$ cat config.mk
export PLATFORM = sky130hd
export DESIGN_NAME = tlb_lookup_with_lru_unit_flat
export DESIGN_NICKNAME = d
export VERILOG_FILES = /design/src/rtl/tlbl_pkg.sv /design/src/rtl/tlbl_in_if.sv /design/src/rtl/tlbl_out_if.sv /design/src/rtl/tlb_lookup_with_lru_unit.sv /design/src/rtl/tlbl_ctrl.sv /design/src/rtl/tlbl_dp.sv /design/src/flat_wrapper.sv
export SDC_FILE = /design/constraint.sdc
export NUM_CORES = 1
export LEC_CHECK = 0
export ABC_AREA = 1
export BUFFER_PORTS_ARGS = -buffer_cell sky130_fd_sc_hd__buf_2
export CAP_MARGIN = 20
export CORE_MARGIN = 10
export CORE_UTILIZATION = 54
export DETAILED_ROUTE_END_ITERATION = 7
export PLACE_DENSITY_LB_ADDON = 0.3
export RECOVER_POWER = 25
export REMOVE_ABC_BUFFERS = 1
export SYNTH_ARGS = -nofsm -noshare
export SYNTH_HDL_FRONTEND = slang
export SYNTH_SLANG_ARGS = --single-unit
$ cat constraint.sdc
create_clock -name clk -period 4.3 [get_ports clk]
set_input_delay 0.86 -clock clk [delete_from_list [all_inputs] [get_ports clk]]
set_output_delay 0.86 -clock clk [all_outputs]
set_load 0.01 [all_outputs]
$ cat src/rtl/tlbl_pkg.sv
// shared types and codes for the translation buffer with lru ranks
package tlbl_pkg;

  // item action codes
  localparam logic ACT_LOOKUP = 1'b0;
  localparam logic ACT_INSERT = 1'b1;

  // controller states, one-hot
  typedef enum logic [1:0] {
    ST_IDLE = 2'b01,
    ST_EXEC = 2'b10
  } state_t;

  // controller to datapath
  typedef struct packed {
    logic load;  // capture the input transfer
    logic exec;  // search, update slots and load the result register
  } cmd_t;

  // datapath to controller
  typedef struct packed {
    logic out_free;  // result register empty or draining this cycle
  } status_t;

endpackage

$ cat src/rtl/tlbl_in_if.sv
// request channel: action, page and frame with valid/ready
interface tlbl_in_if #(
  parameter int PAGE_BITS  = 16,
  parameter int FRAME_BITS = 8
);
  logic                  valid;
  logic                  ready;
  logic                  action;
  logic [PAGE_BITS-1:0]  page;
  logic [FRAME_BITS-1:0] frame;

  modport source (output valid, output action, output page, output frame, input ready);
  modport sink   (input valid, input action, input page, input frame, output ready);
endinterface

$ cat src/rtl/tlbl_out_if.sv
// result channel: hit, frame and slot with valid/ready
interface tlbl_out_if #(
  parameter int FRAME_BITS = 8,
  parameter int SLOT_BITS  = 2
);
  logic                  valid;
  logic                  ready;
  logic                  hit;
  logic [FRAME_BITS-1:0] frame_out;
  logic [SLOT_BITS-1:0]  slot;

  modport source (output valid, output hit, output frame_out, output slot, input ready);
  modport sink   (input valid, input hit, input frame_out, input slot, output ready);
endinterface

$ cat src/rtl/tlb_lookup_with_lru_unit.sv
// top level: fully associative translation buffer with true-lru replacement
//
//   channel   dir  signals                              transfer when
//   in_ch     in   action, page, frame                  valid && ready
//   out_ch    out  hit, frame_out, slot                 valid && ready
//
// each item is captured from the request, then executed: all slots are
// searched in parallel, tags, valid bits and ranks are updated, and the result
// register is loaded. in_ch.ready is high only while the controller is idle.
// the result register frees the request side: the next item is accepted
// while a result still waits; execute stalls only while it stays untaken.
// reset clears the valid bits, ranks, result valid flag and control state.
module tlb_lookup_with_lru_unit #(
  parameter int ENTRIES    = 4,
  parameter int PAGE_BITS  = 16,
  parameter int FRAME_BITS = 8
) (
  input  logic       clk,
  input  logic       rst_n,
  tlbl_in_if.sink    in_ch,
  tlbl_out_if.source out_ch
);

  localparam int IDX_BITS = $clog2(ENTRIES);

  tlbl_pkg::cmd_t    cmd;
  tlbl_pkg::status_t status;

  logic                  in_ready;
  logic                  out_valid;
  logic                  out_hit;
  logic [FRAME_BITS-1:0] out_frame_out;
  logic [IDX_BITS-1:0]   out_slot;

  tlbl_ctrl u_ctrl (
    .clk      (clk),
    .rst_n    (rst_n),
    .in_valid (in_ch.valid),
    .in_ready (in_ready),
    .status   (status),
    .cmd      (cmd)
  );

  tlbl_dp #(
    .ENTRIES    (ENTRIES),
    .PAGE_BITS  (PAGE_BITS),
    .FRAME_BITS (FRAME_BITS),
    .IDX_BITS   (IDX_BITS)
  ) u_dp (
    .clk           (clk),
    .rst_n         (rst_n),
    .cmd           (cmd),
    .status        (status),
    .in_action     (in_ch.action),
    .in_page       (in_ch.page),
    .in_frame      (in_ch.frame),
    .out_valid     (out_valid),
    .out_ready     (out_ch.ready),
    .out_hit       (out_hit),
    .out_frame_out (out_frame_out),
    .out_slot      (out_slot)
  );

  assign in_ch.ready      = in_ready;
  assign out_ch.valid     = out_valid;
  assign out_ch.hit       = out_hit;
  assign out_ch.frame_out = out_frame_out;
  assign out_ch.slot      = out_slot;

  // a request transfer is followed by the execute state, never directly by a second transfer
  a_one_in_flight: assert property (@(posedge clk) disable iff (!rst_n)
    (in_ch.valid && in_ch.ready) |=> !in_ch.ready)
    else $error("request accepted while previous item still executing");

  // execute never overwrites a result that has not been taken
  a_no_overwrite: assert property (@(posedge clk) disable iff (!rst_n)
    cmd.exec |-> (!out_ch.valid || out_ch.ready))
    else $error("result register overwritten before transfer");

  // every execute produces a result on the next cycle
  a_exec_gives_result: assert property (@(posedge clk) disable iff (!rst_n)
    cmd.exec |=> out_ch.valid)
    else $error("execute did not present a result");

  // capture and execute never share a cycle
  a_load_exec_exclusive: assert property (@(posedge clk) disable iff (!rst_n)
    !(cmd.load && cmd.exec))
    else $error("capture and execute in the same cycle");

endmodule

$ cat src/rtl/tlbl_ctrl.sv
// controller: sequences capture and execute of one item at a time
module tlbl_ctrl (
  input  logic              clk,
  input  logic              rst_n,
  input  logic              in_valid,
  output logic              in_ready,
  input  tlbl_pkg::status_t status,
  output tlbl_pkg::cmd_t    cmd
);

  tlbl_pkg::state_t state_r, state_nxt;

  always_comb begin
    state_nxt = state_r;
    in_ready  = 1'b0;
    cmd       = '0;
    case (state_r)
      tlbl_pkg::ST_IDLE: begin
        // no transfer while reset is held
        in_ready = rst_n;
        cmd.load = in_valid && rst_n;
        if (in_valid) begin
          state_nxt = tlbl_pkg::ST_EXEC;
        end
      end
      tlbl_pkg::ST_EXEC: begin
        // hold until the result register can take the new result
        cmd.exec = status.out_free;
        if (status.out_free) begin
          state_nxt = tlbl_pkg::ST_IDLE;
        end
      end
      default: begin
        state_nxt = tlbl_pkg::ST_IDLE;
      end
    endcase
  end

  always_ff @(posedge clk) begin
    if (!rst_n) begin
      state_r <= tlbl_pkg::ST_IDLE;
    end else begin
      state_r <= state_nxt;
    end
  end

endmodule

$ cat src/rtl/tlbl_dp.sv
// datapath: tag store, frame store, valid bits, lru ranks and result register
module tlbl_dp #(
  parameter int ENTRIES    = 4,
  parameter int PAGE_BITS  = 16,
  parameter int FRAME_BITS = 8,
  parameter int IDX_BITS   = $clog2(ENTRIES)
) (
  input  logic                  clk,
  input  logic                  rst_n,
  input  tlbl_pkg::cmd_t        cmd,
  output tlbl_pkg::status_t     status,
  input  logic                  in_action,
  input  logic [PAGE_BITS-1:0]  in_page,
  input  logic [FRAME_BITS-1:0] in_frame,
  output logic                  out_valid,
  input  logic                  out_ready,
  output logic                  out_hit,
  output logic [FRAME_BITS-1:0] out_frame_out,
  output logic [IDX_BITS-1:0]   out_slot
);

  localparam logic [IDX_BITS-1:0] TOP_RANK = IDX_BITS'(ENTRIES - 1);

  // captured request
  logic                  act_r;
  logic [PAGE_BITS-1:0]  page_r;
  logic [FRAME_BITS-1:0] frm_in_r;

  // slot state
  logic [PAGE_BITS-1:0]  tag_r  [ENTRIES];
  logic [FRAME_BITS-1:0] frm_r  [ENTRIES];
  logic [ENTRIES-1:0]    valid_r, valid_nxt;
  logic [IDX_BITS-1:0]   rank_r [ENTRIES];
  logic [IDX_BITS-1:0]   rank_nxt [ENTRIES];

  // result register
  logic                  out_valid_r;
  logic                  hit_r, hit_nxt;
  logic [FRAME_BITS-1:0] frame_out_r, frame_out_nxt;
  logic [IDX_BITS-1:0]   slot_r, slot_nxt;

  logic [ENTRIES-1:0]    match;
  logic [ENTRIES-1:0]    is_min;
  logic                  hit_any, free_any;
  logic [IDX_BITS-1:0]   hit_idx, free_idx, min_idx, victim;
  logic [IDX_BITS-1:0]   old_rank;

  // tag compare and lowest-rank test, each slot on its own
  always_comb begin
    for (int i = 0; i < ENTRIES; i++) begin
      match[i]  = valid_r[i] && (tag_r[i] == page_r);
      is_min[i] = 1'b1;
      for (int j = 0; j < ENTRIES; j++) begin
        // ties go to the lowest-numbered slot
        if ((j < i) && (rank_r[j] <= rank_r[i])) begin
          is_min[i] = 1'b0;
        end
        if ((j > i) && (rank_r[j] < rank_r[i])) begin
          is_min[i] = 1'b0;
        end
      end
    end
  end

  // priority encoders, lowest slot wins
  always_comb begin
    hit_any  = 1'b0;
    free_any = 1'b0;
    hit_idx  = '0;
    free_idx = '0;
    min_idx  = '0;
    for (int i = ENTRIES - 1; i >= 0; i--) begin
      if (match[i]) begin
        hit_any = 1'b1;
        hit_idx = IDX_BITS'(i);
      end
      if (!valid_r[i]) begin
        free_any = 1'b1;
        free_idx = IDX_BITS'(i);
      end
      if (is_min[i]) begin
        min_idx = IDX_BITS'(i);
      end
    end
    victim   = free_any ? free_idx : min_idx;
    old_rank = rank_r[hit_idx];
  end

  // next slot state and result
  always_comb begin
    valid_nxt     = valid_r;
    rank_nxt      = rank_r;
    hit_nxt       = 1'b0;
    frame_out_nxt = '0;
    slot_nxt      = '0;
    if (act_r == tlbl_pkg::ACT_LOOKUP) begin
      if (hit_any) begin
        for (int i = 0; i < ENTRIES; i++) begin
          if (valid_r[i] && (rank_r[i] > old_rank)) begin
            rank_nxt[i] = rank_r[i] - IDX_BITS'(1);
          end
        end
        rank_nxt[hit_idx] = TOP_RANK;
        hit_nxt           = 1'b1;
        frame_out_nxt     = frm_r[hit_idx];
        slot_nxt          = hit_idx;
      end
    end else begin
      for (int i = 0; i < ENTRIES; i++) begin
        if ((IDX_BITS'(i) != victim) && valid_r[i] && (rank_r[i] != '0)) begin
          rank_nxt[i] = rank_r[i] - IDX_BITS'(1);
        end
      end
      rank_nxt[victim]  = TOP_RANK;
      valid_nxt[victim] = 1'b1;
      slot_nxt          = victim;
    end
  end

  assign status.out_free = !out_valid_r || out_ready;

  always_ff @(posedge clk) begin
    if (cmd.load) begin
      act_r    <= in_action;
      page_r   <= in_page;
      frm_in_r <= in_frame;
    end
    if (cmd.exec) begin
      hit_r       <= hit_nxt;
      frame_out_r <= frame_out_nxt;
      slot_r      <= slot_nxt;
      if (act_r == tlbl_pkg::ACT_INSERT) begin
        tag_r[victim] <= page_r;
        frm_r[victim] <= frm_in_r;
      end
    end
  end

  always_ff @(posedge clk) begin
    if (!rst_n) begin
      valid_r     <= '0;
      out_valid_r <= 1'b0;
      for (int i = 0; i < ENTRIES; i++) begin
        rank_r[i] <= '0;
      end
    end else begin
      if (cmd.exec) begin
        valid_r     <= valid_nxt;
        rank_r      <= rank_nxt;
        out_valid_r <= 1'b1;
      end else if (out_ready) begin
        out_valid_r <= 1'b0;
      end
    end
  end

  assign out_valid     = out_valid_r;
  assign out_hit       = hit_r;
  assign out_frame_out = frame_out_r;
  assign out_slot      = slot_r;

endmodule
$ cat src/flat_wrapper.sv
// flat-port wrapper written by rule: the top's interface ports become plain ports
module tlb_lookup_with_lru_unit_flat 
#(
  parameter int ENTRIES    = 4,
  parameter int PAGE_BITS  = 16,
  parameter int FRAME_BITS = 8
)
  (clk, rst_n, in_ch_valid, in_ch_action, in_ch_page, in_ch_frame, in_ch_ready, out_ch_valid, out_ch_hit, out_ch_frame_out, out_ch_slot, out_ch_ready);
  tlbl_in_if #(.PAGE_BITS(PAGE_BITS), .FRAME_BITS(FRAME_BITS)) in_ch_i ();
  tlbl_out_if #(.FRAME_BITS(FRAME_BITS)) out_ch_i ();
  input  logic clk;
  input  logic rst_n;
  input wire logic [$bits(in_ch_i.valid)-1:0] in_ch_valid;
  input wire logic [$bits(in_ch_i.action)-1:0] in_ch_action;
  input wire logic [$bits(in_ch_i.page)-1:0] in_ch_page;
  input wire logic [$bits(in_ch_i.frame)-1:0] in_ch_frame;
  output wire logic [$bits(in_ch_i.ready)-1:0] in_ch_ready;
  output wire logic [$bits(out_ch_i.valid)-1:0] out_ch_valid;
  output wire logic [$bits(out_ch_i.hit)-1:0] out_ch_hit;
  output wire logic [$bits(out_ch_i.frame_out)-1:0] out_ch_frame_out;
  output wire logic [$bits(out_ch_i.slot)-1:0] out_ch_slot;
  input wire logic [$bits(out_ch_i.ready)-1:0] out_ch_ready;
  assign in_ch_i.valid = in_ch_valid;
  assign in_ch_i.action = in_ch_action;
  assign in_ch_i.page = in_ch_page;
  assign in_ch_i.frame = in_ch_frame;
  assign in_ch_ready = in_ch_i.ready;
  assign out_ch_valid = out_ch_i.valid;
  assign out_ch_hit = out_ch_i.hit;
  assign out_ch_frame_out = out_ch_i.frame_out;
  assign out_ch_slot = out_ch_i.slot;
  assign out_ch_i.ready = out_ch_ready;
  tlb_lookup_with_lru_unit #(.ENTRIES(ENTRIES), .PAGE_BITS(PAGE_BITS), .FRAME_BITS(FRAME_BITS)) u_core (.clk(clk), .rst_n(rst_n), .in_ch(in_ch_i), .out_ch(out_ch_i));
endmodule
## Word level (Yosys, flattened, before mapping)

Memories as Yosys holds them, arrays and structs flattened. A register that Yosys moved wholly into a read port is not among the register bits.
Index checks and enable logic that the tools add are counted.

- Register bits: 43
- RAM bits: 96
- Output and inout port bits: 13
- Logic and storage cells: 168
- Memories kept: 2

Memories:

| name | words | width | rd ports | clocked after memory_dff | write ports | line | text |
|---|---|---|---|---|---|---|---|
| u_core.u_dp.tag_r | 4 | 16 | 4 | 0 | 1 | tlbl_dp.sv:30 | `logic [PAGE_BITS-1:0] tag_r [ENTRIES];` |
| u_core.u_dp.frm_r | 4 | 8 | 1 | 1 | 1 | tlbl_dp.sv:31 | `logic [FRAME_BITS-1:0] frm_r [ENTRIES];` |

- $add $sub $neg: 4
- $lt $le $gt $ge: 22
- Equal/unequal tests: 11
- Muxes and demuxes: 78
- Bitwise logic cells: 6
- Reduce and logical (&&, ||, !) cells: 33

Operators by type and width:

| operator | number |
|---|---|
| $mux W2 | 41 |
| $eq A16 B16 Y1 | 4 |
| $mux W1 | 30 |
| $logic_and A1 B1 Y1 | 20 |
| $mux W8 | 2 |
| $or A8 B8 Y8 | 2 |
| $reduce_bool A2 Y1 | 7 |
| $le A2 B2 Y1 | 6 |
| $lt A2 B2 Y1 | 6 |
| $demux W2 S2 | 2 |
| $gt A2 B2 Y1 | 4 |
| $sub A2 B1 Y2 const B | 4 |
| $ge A3 B3 Y1 const B | 2 |
| $lt A3 B1 Y1 const B | 2 |
| $not A2 Y3 | 2 |
| $reduce_and A2 Y1 | 3 |
| $bmux W2 S2 | 1 |
| $ne A2 B2 Y1 const A | 2 |
| $ne A2 B2 Y1 const B | 2 |
| $or A4 B4 Y4 | 1 |
| $pmux W2 S2 | 1 |
| $lt A2 B3 Y1 const B | 1 |
| $demux W1 S2 | 1 |
| $eq A2 B1 Y1 const B | 1 |
| 7 further kinds | 7 |

## Longest topological paths before layout

Gate-level depths: netlist of the first run.

- Depth after elaboration: 18
- Depth in mapped cells: 23
- Gate-level depth less buffers: 23

## Cells and area by module

From an unflattened synthesis of the first run, not the netlist that was laid out.

- Cells, all modules: 875
- Area total of the unflattened synthesis: 7781.2 um2

By module, submodules not included:

| module | times used | cells an instance | area an instance (um2) |
|---|---|---|---|
| tlbl_dp | 1 | 855 | 7668.6 |
| tlbl_ctrl | 1 | 20 | 112.6 |

## Worst setup path before layout of the first run

OpenSTA, ideal clock, no wires.

- Path kind: input-to-reg
- From: input port out_ch_ready
- To: memory u_core.u_dp.frm_r[1][0], enable pin
- Library setup time: 406 ps
- Data arrival time: 2847 ps
- Slack: 1047 ps
- Cell stages on the path: 4
- Path buffers: 0
- Path through: nor2_1 > nor2_1 > nand2_1 > nor2_1

RTL lines:

| item | line | text |
|---|---|---|
| start: declaration | flat_wrapper.sv:22 | `input wire logic [$bits(out_ch_i.ready)-1:0] out_ch_ready;` |
| end: declaration | tlbl_dp.sv:31 |  |

## Final worst setup path of the first run

- From: register u_core.u_dp.page_r[5]
- To: register u_core.u_dp.rank_r[3] in the netlist's numbering

- Cells in the longest elaborated chain, start to end: 18
- Elaborated cells on any way between the ends: 35
- Classes of those cells: order compare (3); eq/ne (4); mux (18); bitwise (2); reduce/logical (8)

Ends and longest elaborated chain:

| item | line | text |
|---|---|---|
| start: declaration | tlbl_dp.sv:26 | `logic [PAGE_BITS-1:0] page_r;` |
| start signal: assignment | tlbl_dp.sv:125 | `page_r <= in_page;` |
| $eq A16 B16 Y1 | tlbl_dp.sv:51 | `match[i] = valid_r[i] && (tag_r[i] == page_r);` |
| $logic_and A1 B1 Y1 | tlbl_dp.sv:51 |  |
| $mux W2 (4 in a row) | tlbl_dp.sv:73 | `if (match[i]) begin` |
| $not A2 Y3 (implied by the code) | tlbl_dp.sv:86, tlbl_dp.sv:103 |  |
| $bmux W2 S2 | tlbl_dp.sv:86 | `old_rank = rank_r[hit_idx];` |
| $mux W2 (implied by the code) (2 in a row) | tlbl_dp.sv:86 |  |
| $gt A2 B2 Y1 | tlbl_dp.sv:99 | `if (valid_r[i] && (rank_r[i] > old_rank)) begin` |
| $logic_and A1 B1 Y1 | tlbl_dp.sv:99 |  |
| $mux W2 | tlbl_dp.sv:99 |  |
| $mux W2 | tlbl_dp.sv:97 | `if (hit_any) begin` |
| $mux W2 | tlbl_dp.sv:96 | `if (act_r == tlbl_pkg::ACT_LOOKUP) begin` |
| $or A8 B8 Y8 (no source line) | n/a |  |
| $mux W8 | tlbl_dp.sv:97 |  |
| $mux W8 | tlbl_dp.sv:96 |  |
| end signal: assignment | tlbl_dp.sv:149 | `rank_r <= rank_nxt;` |
| end: declaration | tlbl_dp.sv:33 | `logic [IDX_BITS-1:0] rank_r [ENTRIES];` |

Several ways; a longest one is shown, not always the timed one. The select of a mux whose other input is x is not followed.
A chain may end at the register's enable or synchronous reset.

==> flow_summary.toml, run 1 <==
[power_and_ir_drop]
p_switching_w = 0.000774
p_comb_share_pct = 3.8
p_int_w = 0.00251
power_density_mw_per_mm2 = 373
report.power.total_w = 0.00328
lkg_pwr_nw = 3.59
power.share.clock_pct = 47.8
peakVddDrop_uv = 459
p_sw_share_pct = 23.6
power.sequential.fraction_pct = 48.5

[route]
detail_route.first_pass.iterations = 5
via_count = 6251
antenna_left = 0
drt_drc_violations_left = 0
wl_per_cell_um = 17.7
via_per_inst = 5.66
detail_route.wirelength_um = 19500
first_iter_violations = 697

[setup_path]
cp_buf_inv_count = 2
critical_path.startpoint_type = "flip-flop"
critical_path.top_delay_family = "simple AND/OR/NAND/NOR gates"
timing.critical_path.slowest_stage_cell = "sky130_fd_sc_hd__edfxtp_1"
cpPeakStageDelay_ns = 0.47
critical_path.cell_chain = "inv_2 > nand2_1 > nand4_1 > nor3_1 > nand3_1 > o31ai_4 > nand3_2 > nand3_1 > o22ai_1 > a211oi_2 > ha_1 > inv_1 > nand2_1 > a21oi_1 > nand2_1 > nand2_1 > nand3_1 > nand2_1 > a21oi_1"
path_max_fanout = 10
cp_data_arrival_time_ns = 4.12
path_class = "flip-flop to flip-flop"
most_numerous_cell_on_the_critical_path = "sky130_fd_sc_hd__nand2_1"
wp_data_required_ns = 4.62
reg_to_reg_setup_timing_slack_ns = 0.50
worstSetupEndpointType = "flip-flop"

[logic_synthesis]
synthTopCellsByArea = "sky130_fd_sc_hd__edfxtp_1 52%, sky130_fd_sc_hd__nand2_1 11%, sky130_fd_sc_hd__inv_1 5.2%"
synth.ff_latch_count = 147
post_synthesis_cells = 847
async_reset_ff_share_pct = 0
synth_top_area_share_pct = 51.6
synth_compound_gate_area_share_pct = 5.88
synth_xor_area_share_pct = 1.25
synthAdderAreaFrac_pct = 3.26
synth_largest_area_cell = "sky130_fd_sc_hd__edfxtp_1"
synth_edf_count = 132
synth_simple_gate_area_share_pct = 27.7
synth_cell_types = 43
synth.yosys.seq_area_share_pct = 55.5
syn_area_mm2 = 0.00768
ys_warn_count = 0
synth_top_family_by_area = "simple AND/OR/NAND/NOR gates"
postSynthAreaPerCell_um2 = 9.07
muxShareOfSynthArea_pct = 0
ys_dominant_reg_cell = "sky130_fd_sc_hd__edfxtp_1"

[clock_tree]
tritoncts = "built"
worstSkewPairLatency_ns = 0.43
cts_sinks = 147
cts.path.max_buffers = 2
clkSlewWorstSetupHoldPaths_ns = 0.07
cts_hold_repair.buffers = 0
h-tree-depth = 4
cts.root.buffer_cell = "sky130_fd_sc_hd__clkbuf_16"
cts_inserted_buffers = 17

[place]
post-dp-hpwl_um = 14500
placement.cell_area_mm2 = 0.00816
routabilityCongestion = 1.04
io_buffer_count = 41

[layout]
layout-drive-gt1-share_pct = 14.6
antenna-diode-count = 0
post-route-cell-area_mm2 = 0.00880
num-nets-final = 960
most-common-layout-cells = "223 x sky130_fd_sc_hd__nand2_1, 132 x sky130_fd_sc_hd__edfxtp_1, 107 x sky130_fd_sc_hd__inv_1, 75 x sky130_fd_sc_hd__nor2_1, 67 x sky130_fd_sc_hd__nand3_1"
num-fill-cells = 1133
mostFrequentLayoutCell = "sky130_fd_sc_hd__nand2_1"
area_delta_synth_final_pct = 14.6

[global_route]
grt_first_pass_wirelength_um = 30800
vias_in_the_first_global_route = 5786
antenna_found_initial = 0
grt.overflow.total = 0
grt_use_total_pct = 19.8
maximum_number_of_pins_on_one_net_before_global_route_repair = 22

[timing]
final-setup-viol-count = 0
final.setup_skew_ns = 0.00926
max-slew-margin-rel_pct = 46.4
hold_viol = 0
timing.setup.tns_ns = 0
maxSlewViolCount = 0
final.period_utilization_pct = 88.5
final.min_clock_period_ns = 3.80
max_slew.worst_pin.slew_ns = 0.799
timing.fmax_mhz = 263
rsz0062_at_grt = "false"

[floorplan]
num_io_pins = 42
die_x_um = 139
fp.dieH_um = 139
coreArea_mm2 = 0.0139
starting_density_of_the_core_pct = 55.1
die-area_mm2 = 0.0194
floorplan.rows = 43

[worst_hold_path]
hp-class = "flip-flop to flip-flop"

[run]
max_cap_viol_count = 0

[outcome]
status = "finished, final reports clean"
registers in the layout, summed over array words and instances (netlist names):
| signal | cells |
|---|---|
| u_core.u_ctrl.state_r | 2 |
| u_core.u_dp.act_r | 1 |
| u_core.u_dp.frm_in_r | 8 |
| u_core.u_dp.frm_r | 32 |
| u_core.u_dp.out_frame_out | 8 |
| u_core.u_dp.out_hit | 1 |
| u_core.u_dp.out_slot | 2 |
| u_core.u_dp.out_valid | 1 |
| u_core.u_dp.page_r | 16 |
| u_core.u_dp.rank_r | 8 |
| u_core.u_dp.tag_r | 64 |
| u_core.u_dp.valid_r | 4 |
power by group through the flow:
stage	registers (W)	logic (W)	clock network [W]
global route	0.00159	0.000137	0.00165
CTS	0.00159	0.000121	0.00159
global placement	0.00162	0.000120	0
detailed placement	0.00162	0.000120	0
floorplan	0.00162	0.0000749	0
finish	0.00159	0.000123	0.00157
cell type report:
class | instances | area (um^2) | share of cell area (%)
flip-flops and latches | 147 | 4260 | 48.4
multi-input cells | 573 | 2950 | 33.5
inverters | 123 | 467 | 5.30
clock buffers | 17 | 425 | 4.83
well taps | 180 | 225 | 2.56
repair buffers | 49 | 265 | 3.01
clock inverters | 15 | 211 | 2.40
per-stage QoR:
step | util [%] | setup slack [ns] | hold WS [ns] | std cells
after floorplan | - | 1.05 | 0.459 | 843
after global placement | 58.6 | 0.519 | 0.483 | 1072
after detailed placement | 58.6 | 0.481 | 0.491 | 1072
after CTS | 63.1 | 0.383 | 0.507 | 1104
after global routing | 63.2 | 0.194 | 0.532 | 1104
final | 63.2 | 0.496 | 0.506 | 1104
cell families after synthesis:
family | after synthesis
flip-flops | 147
adder cells (fa/ha/maj) | 20
AO/OA/AOI/OAI | 74
XOR/XNOR | 11
AND/OR/NAND/NOR | 468
buffers and inverters | 127
layer usage:
metal / global-route usage (%) / wire (um) / share of wire (%) / vias to the layer above
li1: - / - / - / 3015
met2: 30.0 / 8930 / 46 / 277
met1: 27.3 / 8740 / 45 / 2930
met5: 0 / 0 / 0 / -
met4: 5.77 / 355 / 1.8 / 0
met3: 4.80 / 1510 / 7.7 / 29
synthesized netlist by cell type, types with 2 or more instances:
cell type and n:
sky130_fd_sc_hd__a21oi_1 32, sky130_fd_sc_hd__a31oi_1 4, sky130_fd_sc_hd__a41oi_1 4, sky130_fd_sc_hd__buf_4 2, sky130_fd_sc_hd__clkbuf_1 2, sky130_fd_sc_hd__dfxtp_1 15
sky130_fd_sc_hd__edfxtp_1 132, sky130_fd_sc_hd__ha_1 20, sky130_fd_sc_hd__inv_1 107, sky130_fd_sc_hd__inv_2 14, sky130_fd_sc_hd__nand2_1 223, sky130_fd_sc_hd__nand2_2 7
sky130_fd_sc_hd__nand3_1 67, sky130_fd_sc_hd__nand3_2 12, sky130_fd_sc_hd__nand3b_1 2, sky130_fd_sc_hd__nand4_1 25, sky130_fd_sc_hd__nor2_1 80, sky130_fd_sc_hd__nor2_2 3
sky130_fd_sc_hd__nor3_1 21, sky130_fd_sc_hd__nor3b_1 5, sky130_fd_sc_hd__nor4_1 9, sky130_fd_sc_hd__o2111ai_1 2, sky130_fd_sc_hd__o211ai_1 5, sky130_fd_sc_hd__o21a_1 3
sky130_fd_sc_hd__o21ai_0 13, sky130_fd_sc_hd__o21ai_1 3, sky130_fd_sc_hd__o22ai_1 2, sky130_fd_sc_hd__or2_1 4, sky130_fd_sc_hd__or2_2 6, sky130_fd_sc_hd__xnor2_1 3
sky130_fd_sc_hd__xor2_1 8
final timing paths:
| path | from | endpoint | cells after the start |
|---|---|---|---|
| max | u_core.u_dp.page_r[5] | u_core.u_dp.rank_r[3] | 19 |
| min | u_core.u_dp.frm_in_r[7] | u_core.u_dp.frm_r[2][7] | 0 |
| max reg2reg | u_core.u_dp.page_r[5] | u_core.u_dp.rank_r[3] | 19 |
| min reg2reg | u_core.u_dp.frm_in_r[7] | u_core.u_dp.frm_r[2][7] | 0 |
timing repair:
action,in CTS,in global routing
setup endpoints to repair,0,1
endpoints found under the hold margin,0,0
setup buffers,0,0
gates resized for setup,0,1
Power figures use the tool's default switching activity.
==> run 2: changes to the inputs <==
REMOVE_ABC_BUFFERS = not set   (was 1)
==> flow_summary.toml, run 2 (synthesis gave the netlist of run 1 again) <==
[timing]
whs_ns = 0.501
final.period_utilization_pct = 89.9
rsz0062_at_grt = "false"
timing.setup.tns_ns = 0
hold_viol = 0
final-setup-viol-count = 0
timing.fmax_mhz = 259
max-slew-margin-rel_pct = 44.9
final.setup_skew_ns = 0.00936
maxSlewViolCount = 0
max_slew.worst_pin.slew_ns = 0.820
final.min_clock_period_ns = 3.87

[layout]
most-common-layout-cells = "223 x sky130_fd_sc_hd__nand2_1, 132 x sky130_fd_sc_hd__edfxtp_1, 107 x sky130_fd_sc_hd__inv_1, 75 x sky130_fd_sc_hd__nor2_1, 67 x sky130_fd_sc_hd__nand3_1"
num-fill-cells = 1164
area_delta_synth_final_pct = 14.3
post_layout_nonfiller_instances = 1105
multi_input_comb_area_mm2 = 0.00294
antenna-diode-count = 0
largest_register = "u_core.u_dp.tag_r"
area_taken_by_flip_flops_and_latches_mm2 = 0.00426
biggestRegsByFlops = "u_core.u_dp.tag_r x64, u_core.u_dp.frm_r x32, u_core.u_dp.page_r x16"
post-route-cell-area_mm2 = 0.00878
final_util_pct = 63.0
layout-drive-gt1-share_pct = 14.5
num-nets-final = 961
mostFrequentLayoutCell = "sky130_fd_sc_hd__nand2_1"
largest_reg_flops = 64

[floorplan]
floorplan.rows = 43
coreArea_mm2 = 0.0139
die-area_mm2 = 0.0194
fp.dieH_um = 139
die_x_um = 139
num_io_pins = 42
starting_density_of_the_core_pct = 55.1

[clock_tree]
cts_hold_repair.buffers = 0
postCtsSetupRepairBufs = 0
post_cts_sizing_count = 0
cts.root.buffer_cell = "sky130_fd_sc_hd__clkbuf_16"
cts_sinks = 147
worstSkewPairLatency_ns = 0.44
clkSlewWorstSetupHoldPaths_ns = 0.06
cts_inserted_buffers = 17
h-tree-depth = 4
tritoncts = "built"
cts.path.max_buffers = 2

[route]
drt_drc_violations_left = 0
detail_route.first_pass.iterations = 6
wl_per_cell_um = 17.6
via_per_inst = 5.54
via_count = 6122
first_iter_violations = 691
detail_route.wirelength_um = 19400
antenna_left = 0

[setup_path]
path_class = "flip-flop to flip-flop"
worstSetupEndpointType = "flip-flop"
critical_path.startpoint_type = "flip-flop"
timing.rr.end = "u_core.u_dp.rank_r[5]"
cp_data_arrival_time_ns = 4.19
timing.reg2reg.worst_path_depth = 19
wp_data_required_ns = 4.62
timing.rr.start = "u_core.u_dp.page_r[14]"
path_max_fanout = 9
startpoint = "u_core.u_dp.page_r[14]"
reg_to_reg_setup_timing_slack_ns = 0.43

[run]
max_cap_viol_count = 0

[global_route]
grt_first_pass_wirelength_um = 31000
grt.overflow.total = 0
grt_use_total_pct = 20.2
antenna_found_initial = 0
vias_in_the_first_global_route = 5817
maximum_number_of_pins_on_one_net_before_global_route_repair = 26

[worst_hold_path]
hold_path_depth = 0
hp-class = "flip-flop to flip-flop"
whs_endpoint = "u_core.u_dp.frm_r[2][6]"
worstHoldStart = "u_core.u_dp.frm_in_r[6]"

[power_and_ir_drop]
p_comb_share_pct = 3.9
peakVddDrop_uv = 375
p_switching_w = 0.000759
lkg_pwr_nw = 3.57
p_int_w = 0.00238
p_sw_share_pct = 24.1
power.share.clock_pct = 45.5
power.sequential.fraction_pct = 50.6
power_density_mw_per_mm2 = 358

[logic_synthesis]
synthesis.nets = 896

[outcome]
status = "finished, final reports clean"

[place]
placement.cell_area_mm2 = 0.00819
io_buffer_count = 41
post-dp-hpwl_um = 14400
post-place-cells = 1073
routabilityCongestion = 1.00
## run 2: power groups by stage
stage	combinational, W	clock (W)	sequential (W)
floorplan	0.0000773	0	0.00161
CTS	0.000122	0.00146	0.00159
detailed placement	0.000121	0	0.00162
finish	0.000124	0.00143	0.00159
global route	0.000139	0.00151	0.00159
global placement	0.000122	0	0.00162
## run 2: worst max-delay path, stage by stage (launching register included)
cell                       delay, ns
sky130_fd_sc_hd__edfxtp_1       0.53
sky130_fd_sc_hd__xor2_1         0.28
sky130_fd_sc_hd__nor2_1         0.12
sky130_fd_sc_hd__nand3_1        0.11
sky130_fd_sc_hd__nor4_1         0.37
sky130_fd_sc_hd__nand3_1        0.25
sky130_fd_sc_hd__a21oi_2        0.34
sky130_fd_sc_hd__inv_1          0.07
sky130_fd_sc_hd__nand2_1        0.11
sky130_fd_sc_hd__nor2_1         0.06
sky130_fd_sc_hd__a211oi_1       0.48
sky130_fd_sc_hd__ha_1           0.33
sky130_fd_sc_hd__inv_1          0.07
sky130_fd_sc_hd__nand2_1        0.06
sky130_fd_sc_hd__a21oi_1        0.21
sky130_fd_sc_hd__nand2_1        0.11
sky130_fd_sc_hd__nand2_1        0.06
sky130_fd_sc_hd__nand3_1        0.06
sky130_fd_sc_hd__nand2_1        0.06
sky130_fd_sc_hd__a21oi_1        0.06
## run 2: cell type report
type | instances | area share (%)
Clock buffer | 17 | 4.85
Clock inverter | 15 | 1.81
Inverter | 123 | 5.32
Multi-Input combinational cell | 573 | 33.5
Sequential cell | 147 | 48.6
Tap cell | 180 | 2.57
Timing Repair Buffer | 50 | 3.38
## run 2: layer usage
| layer | vias up | track usage [%] | wire [um] |
|---|---|---|---|
| met2 | 236 | 30.7 | 8630 |
| li1 | 3010 | - | - |
| met3 | 29 | 4.32 | 1220 |
| met5 | - | 0 | 0 |
| met1 | 2847 | 27.7 | 9140 |
| met4 | 0 | 7.19 | 418 |
## run 2: worst max-delay path by stage
stage / slack, ns / to / cells after the start
after floorplan: 1.05 / u_core.u_dp.frm_r[1][0] / 4
after global placement: 0.51 / u_core.u_dp.rank_r[0] / 20
after detailed placement: 0.54 / u_core.u_dp.rank_r[3] / 19
after CTS: 0.52 / u_core.u_dp.rank_r[3] / 19
after global routing: 0.11 / u_core.u_dp.rank_r[0] / 22
final: 0.43 / u_core.u_dp.rank_r[5] / 19
## run 2: per-stage QoR
step                worst slack [ns]  total power (W)
floorplan                       1.05          0.00169
global placement               0.514          0.00174
detailed placement             0.537          0.00174
CTS                            0.525          0.00317
global route                   0.115          0.00324
finish                         0.435          0.00314
==> run 3: changes to the inputs <==
clock period = 4.7 ns   (was 4.3 ns; I/O delays follow)
==> flow_summary.toml, run 3 (synthesis gave the netlist of run 1 again) <==
[layout]
biggestRegsByFlops = "u_core.u_dp.tag_r x64, u_core.u_dp.frm_r x32, u_core.u_dp.page_r x16"
antenna-diode-count = 0
num-nets-final = 958
post_layout_nonfiller_instances = 1102
area_delta_synth_final_pct = 13.7
layout-drive-gt1-share_pct = 14.3
largest_reg_flops = 64
most-common-layout-cells = "223 x sky130_fd_sc_hd__nand2_1, 132 x sky130_fd_sc_hd__edfxtp_1, 107 x sky130_fd_sc_hd__inv_1, 75 x sky130_fd_sc_hd__nor2_1, 67 x sky130_fd_sc_hd__nand3_1"
largest_register = "u_core.u_dp.tag_r"
mostFrequentLayoutCell = "sky130_fd_sc_hd__nand2_1"

[global_route]
grt.overflow.total = 0
antenna_found_initial = 0
grt_first_pass_wirelength_um = 31300
vias_in_the_first_global_route = 5816
grt_use_total_pct = 20.2
maximum_number_of_pins_on_one_net_before_global_route_repair = 26

[timing]
final-setup-viol-count = 0
maxSlewViolCount = 0
final.min_clock_period_ns = 3.85
hold_viol = 0
max-slew-margin-rel_pct = 47.0
max_slew.worst_pin.slew_ns = 0.790
timing.setup.tns_ns = 0
timing.fmax_mhz = 260
rsz0062_at_grt = "false"
final.setup_skew_ns = 0.0108
final.period_utilization_pct = 82.0

[place]
post-dp-hpwl_um = 14600
post-place-cells = 1070
io_buffer_count = 41
routabilityCongestion = 1.00

[floorplan]
num_io_pins = 42
floorplan.rows = 43
die-area_mm2 = 0.0194
fp.dieH_um = 139
coreArea_mm2 = 0.0139
starting_density_of_the_core_pct = 55.1
die_x_um = 139

[clock_tree]
cts.root.buffer_cell = "sky130_fd_sc_hd__clkbuf_16"
cts_sinks = 147
cts_inserted_buffers = 17
worstSkewPairLatency_ns = 0.44
postCtsSetupRepairBufs = 0
h-tree-depth = 4
post_cts_sizing_count = 0
clkSlewWorstSetupHoldPaths_ns = 0.07
cts.path.max_buffers = 2
tritoncts = "built"
cts_hold_repair.buffers = 0

[power_and_ir_drop]
power.sequential.fraction_pct = 50.3
power.share.clock_pct = 45.8
p_switching_w = 0.000712
power_density_mw_per_mm2 = 331
p_comb_share_pct = 3.9
peakVddDrop_uv = 331
report.power.total_w = 0.00289
p_int_w = 0.00218
lkg_pwr_nw = 3.55
p_sw_share_pct = 24.6

[worst_hold_path]
hp-class = "flip-flop to flip-flop"

[route]
detail_route.first_pass.iterations = 6
first_iter_violations = 725
detail_route.wirelength_um = 19700
drt_drc_violations_left = 0
antenna_left = 0
wl_per_cell_um = 17.8
via_count = 6173
via_per_inst = 5.60

[setup_path]
worstSetupEndpointType = "flip-flop"
path_class = "flip-flop to flip-flop"
path_max_fanout = 9
wp_data_required_ns = 5.08
cp_data_arrival_time_ns = 4.23
critical_path.startpoint_type = "flip-flop"

[run]
max_cap_viol_count = 0

[outcome]
status = "finished, final reports clean"

[logic_synthesis]
synthesis.nets = 896
==> run 3: final cells by class <==
type | instances | area [um^2]
inverter | 123 | 467
tap | 180 | 225
sequential | 147 | 4260
clock buffer | 17 | 425
fill | 1169 | 5200
timing repair buffer | 47 | 250
multi-input combinational | 573 | 2940
clock inverter | 15 | 165
==> run 3: power by group through the flow <==
stage / registers, W / logic (W) / clock network, W
3_3_place_gp: 0.00148 / 0.000110 / 0
5_1_grt: 0.00146 / 0.000126 / 0.00138
6_report: 0.00146 / 0.000113 / 0.00133
2_1_floorplan: 0.00148 / 0.0000707 / 0
3_5_place_dp: 0.00148 / 0.000111 / 0
4_1_cts: 0.00146 / 0.000111 / 0.00134
==> run 3: per-stage QoR <==
step	setup WS (ns)	area, um^2	hold WS (ns)	util, %
final	0.848	8740	0.500	62.7
after detailed placement	0.926	8150	0.488	58.5
after global placement	0.856	8150	0.481	58.5
after global routing	0.501	8740	0.518	62.7
after floorplan	1.37	7680	0.459	-
after CTS	0.903	8740	0.504	62.7
==> run 3: final timing paths <==
path | cells after the start | end | from | slack [ns]
min | 0 | u_core.u_dp.frm_r[2][6] | u_core.u_dp.frm_in_r[6] | 0.50
max | 20 | u_core.u_dp.rank_r[0] | u_core.u_dp.page_r[14] | 0.85
max reg2reg | 20 | u_core.u_dp.rank_r[0] | u_core.u_dp.page_r[14] | 0.85
min reg2reg | 0 | u_core.u_dp.frm_r[2][6] | u_core.u_dp.frm_in_r[6] | 0.50
==> run 3: routing by layer <==
| layer | track usage, % | up-vias | part of all wire, % |
|---|---|---|---|
| met3 | 3.84 | 35 | 7.1 |
| met4 | 8.29 | 0 | 2.1 |
| li1 | - | 3011 | - |
| met2 | 30.8 | 271 | 45 |
| met5 | 0 | - | 0 |
| met1 | 27.6 | 2856 | 46 |
==> run 3: worst max-delay path: stages (launching register included) <==
cell and delay, ns:
sky130_fd_sc_hd__edfxtp_1 0.53, sky130_fd_sc_hd__xor2_1 0.29, sky130_fd_sc_hd__nor2_1 0.14, sky130_fd_sc_hd__nand3_1 0.10
sky130_fd_sc_hd__nor4_1 0.33, sky130_fd_sc_hd__nand3_1 0.24, sky130_fd_sc_hd__a21oi_2 0.33, sky130_fd_sc_hd__inv_1 0.07
sky130_fd_sc_hd__nand2_1 0.11, sky130_fd_sc_hd__nor2_1 0.06, sky130_fd_sc_hd__a211oi_1 0.51, sky130_fd_sc_hd__ha_1 0.34
sky130_fd_sc_hd__inv_1 0.07, sky130_fd_sc_hd__nand2_1 0.05, sky130_fd_sc_hd__a21oi_1 0.25, sky130_fd_sc_hd__nand2_2 0.10
sky130_fd_sc_hd__nand2_1 0.06, sky130_fd_sc_hd__nand3_1 0.06, sky130_fd_sc_hd__nand2_1 0.06, sky130_fd_sc_hd__nand2_1 0.04
sky130_fd_sc_hd__nor2_1 0.07
